[src/sv/smbd_ram.sv]
module smbd_ram #(
  parameter int WIDTH = 8,
  parameter int DEPTH = 16,
  localparam int AW = (DEPTH > 1) ? $clog2(DEPTH) : 1
) (
  input  logic             clk,
  input  logic             we,
  input  logic [AW-1:0]    waddr,
  input  logic [WIDTH-1:0] wdata,
  input  logic             re,
  input  logic [AW-1:0]    raddr,
  output logic [WIDTH-1:0] rdata
);

  logic [WIDTH-1:0] mem [DEPTH];

  always_ff @(posedge clk) begin
    if (we) mem[waddr] <= wdata;
    if (re) rdata <= mem[raddr];
  end

endmodule
[config.mk]
export PLATFORM = sky130hd
export DESIGN_NAME = smbd_ram
export DESIGN_NICKNAME = d
export VERILOG_FILES = /design/src/sv/smbd_ram.sv
export SDC_FILE = /design/constraint.sdc
export NUM_CORES = 1
export LEC_CHECK = 0
export BUFFER_PORTS_ARGS = -buffer_cell sky130_fd_sc_hd__buf_2
export CORE_MARGIN = 4
export CORE_UTILIZATION = 40
export DETAILED_ROUTE_END_ITERATION = 12
export GPL_ROUTABILITY_DRIVEN = 0
export PLACE_DENSITY = 0.63
export SYNTH_ARGS = -nofsm -noshare
export SYNTH_HDL_FRONTEND = slang
export SYNTH_SLANG_ARGS = --single-unit
[constraint.sdc]
create_clock -name clk -period 4.23 [get_ports clk]
set_clock_uncertainty 0.15 [all_clocks]
set_input_delay 0.6345 -clock clk [delete_from_list [all_inputs] [get_ports clk]]
set_output_delay 0.6345 -clock clk [all_outputs]
set_load 0.01 [all_outputs]
==> impl_metrics.yaml <==
pwr:
  power_frac_seq: 0.492
  irDropWorstVdd_mv: 0.2836
  finalPower_mw: 3.104
  clkPwrFrac: 0.465
  switchingPower_uw: 614.1
  swShare: 0.1979
  comb_power_share: 0.043
  power.density_nw_per_um2: 507.7
  cell_internal_pwr_mw: 2.490
  p_leak_nw: 2.002
global_route:
  grt_pass1_vias: 2450
  grt_max_degree: 33
  grt_pass1_wl_microns: 15170
  grt_overflow: 0
  antenna_found_initial: 0
  grt_usage: 0.1440
layout:
  syn_to_final_growth_pct: 16.95
  layout_commonest_cell: "edfxtp_1"
  seq_area_sq_um: 4084
  final_cell_area_sq_um: 6113
  multiInputGateArea_sq_um: 1067
  diodes: 0
  layout-drive-gt1-share: 0.2811
  final_cell_mix: "edfxtp_1 (136), buf_2 (26), mux4_2 (18)"
  fin_nets: 287
  fillers: 1073
sta:
  grt_setup_unrepaired: "no"
  tightestPinTransition_ns: 0.9780
  setup_viol: 0
  slew_headroom: 0.3456
  clock.fmax_ghz: 0.4086
  tns_ns: 0
  maxSlewViolCount: 0
  fin_crit_sh: 0.5785
  period_minus_slack_ns: 2.447
  finalHoldViolCount: 0
die:
  io_pins: 27
  rows: 41
  dieWidth_microns: 122.3
  die_area_sq_um: 14960
  start_util: 0.4109
  die_h_microns: 122.3
  coreArea_sq_um: 12720
critical_path:
  start_kind: "input port"
  critPathRequiredTime_ns: 4.23
  arrival_ns: 2.45
  critical_path_class: "input port to register"
  reg2reg_from: "mem[3][4]"
  cp-startpoint: "raddr[0]"
  cp-end-kind: "register"
  r2r_setup_slack_ns: 2.55
  crit_path_max_fanout: 26
clocking:
  cts_hold_buf: 0
  postCtsSetupBuffers: 0
  insertion_delay_ns: 0.41
  clockBufferDepth: 2
  clockRootBuffer: "clkbuf_16"
  clk_pin_slew_ns: 0.06
  cts_tree: "done"
  cts_made_buffers: 17
  cts.sinks: 136
  htreeDepth: 4
  cts_resized: 0
yosys:
  synth_simple_gate_area_frac: 0.03135
  ys_seq_area_frac: 0.7812
  synthXorXnorAreaFrac: 0
  avgSynthCellArea_sq_um: 22.83
  syn_nets: 248
  syn-cell-area_sq_um: 5228
  synthCells: 229
  synth_cell_types: 18
  ys_warn_count: 0
  ys_ff_latch: 136
  synthMuxAreaShare: 0.1479
  synth_adder_area_share: 0
  synth_top_family_by_area: "multiplexers"
  synth_compound_area_frac: 0.02298
place:
  dp_hpwl_microns: 6120
  io_buffer_count: 26
  dpl_cell_area_sq_um: 5527
detailed_routing:
  drtPass1Iterations: 4
  ant_nets: 0
  vias_per_cell: 5.203
  wl_per_cell_microns: 21.81
  drc_errors: 0
  wl_microns: 9881
  dr.first_iter.drc_count: 203
  route.vias.total: 2357
min_path:
  worstHoldPathType: "input port to register"
  hp-start: "re"
status:
  status: "completed"
run:
  cap_violations: 0
==> layout make-up <==
| type | count | share of cell area |
|---|---|---|
| clock buffer | 18 | 0.07020 |
| clock inverter | 14 | 0.02579 |
| multi-input combinational | 83 | 0.1746 |
| sequential | 136 | 0.6680 |
| tap | 172 | 0.03520 |
| timing repair buffer | 30 | 0.02620 |
==> flip-flops by register name (all words and copies together), names as in the netlist <==
register	count
mem	128
rdata	8
==> critical path: stages <==
cell,delay (ns)
buf_2,0.65
buf_4,0.28
mux4_1,0.56
a22oi_1,0.21
nand2_1,0.10
==> power by group through the flow <==
stage               Clock, mW  Combinational (mW)  Sequential (mW)
finish                   1.44               0.135             1.53
global route             1.54               0.146             1.53
CTS                      1.47               0.137             1.53
detailed placement          0               0.137             1.55
global placement            0               0.134             1.55
floorplan                   0              0.0766             1.56
==> metal layers <==
metal	track usage	wire, microns	vias to the layer above
li1	-	-	1059
met1	0.1944	4358	1205
met2	0.2185	4710	78
met3	0.04562	637	15
met4	0.05878	175	0
met5	0	0	-
==> final timing paths <==
| path | cells after the start | endpoint |
|---|---|---|
| max | 5 | rdata[3] |
| min | 1 | rdata[6] |
| max reg2reg | 3 | rdata[4] |
| min reg2reg | 3 | rdata[2] |
==> cells in the mapped netlist <==
cell type | count | area share
edfxtp_1 | 136 | 0.78
a22oi_1 | 16 | 0.023
mux4_1 | 14 | 0.070
and2_1 | 1 | 0.0012
buf_6 | 3 | 0.0065
nand3b_1 | 2 | 0.0029
nand3_1 | 1 | 0.00096
nor3_1 | 4 | 0.0038
clkdlybuf4s25_2 | 3 | 0.0057
and2b_1 | 1 | 0.0014
nor2b_1 | 1 | 0.0012
buf_4 | 1 | 0.0014
nand2b_1 | 2 | 0.0024
nor2_1 | 13 | 0.0093
nand2_1 | 9 | 0.0065
mux4_2 | 18 | 0.078
buf_2 | 3 | 0.0029
or3b_2 | 1 | 0.0017
==> cells by family after synthesis <==
| kind of cell | count (synthesis) |
|---|---|
| multiplexers | 32 |
| buffers and inverters | 10 |
| AO/OA/AOI/OAI | 16 |
| AND/OR/NAND/NOR | 35 |
| flip-flops | 136 |
==> per-stage QoR <==
step             util  setup slack [ns]  instances  hold slack, ns
4_1_cts        0.4805             1.762        453          0.4115
5_1_grt        0.4805             1.629        453          0.4155
3_3_place_gp   0.4344             1.356        421          0.5761
2_1_floorplan       -             1.953        229          0.5548
6_report       0.4805             1.783        453          0.4216
3_5_place_dp   0.4344             1.360        421          0.5874
No activity file was read; power rests on OpenSTA's default activity.
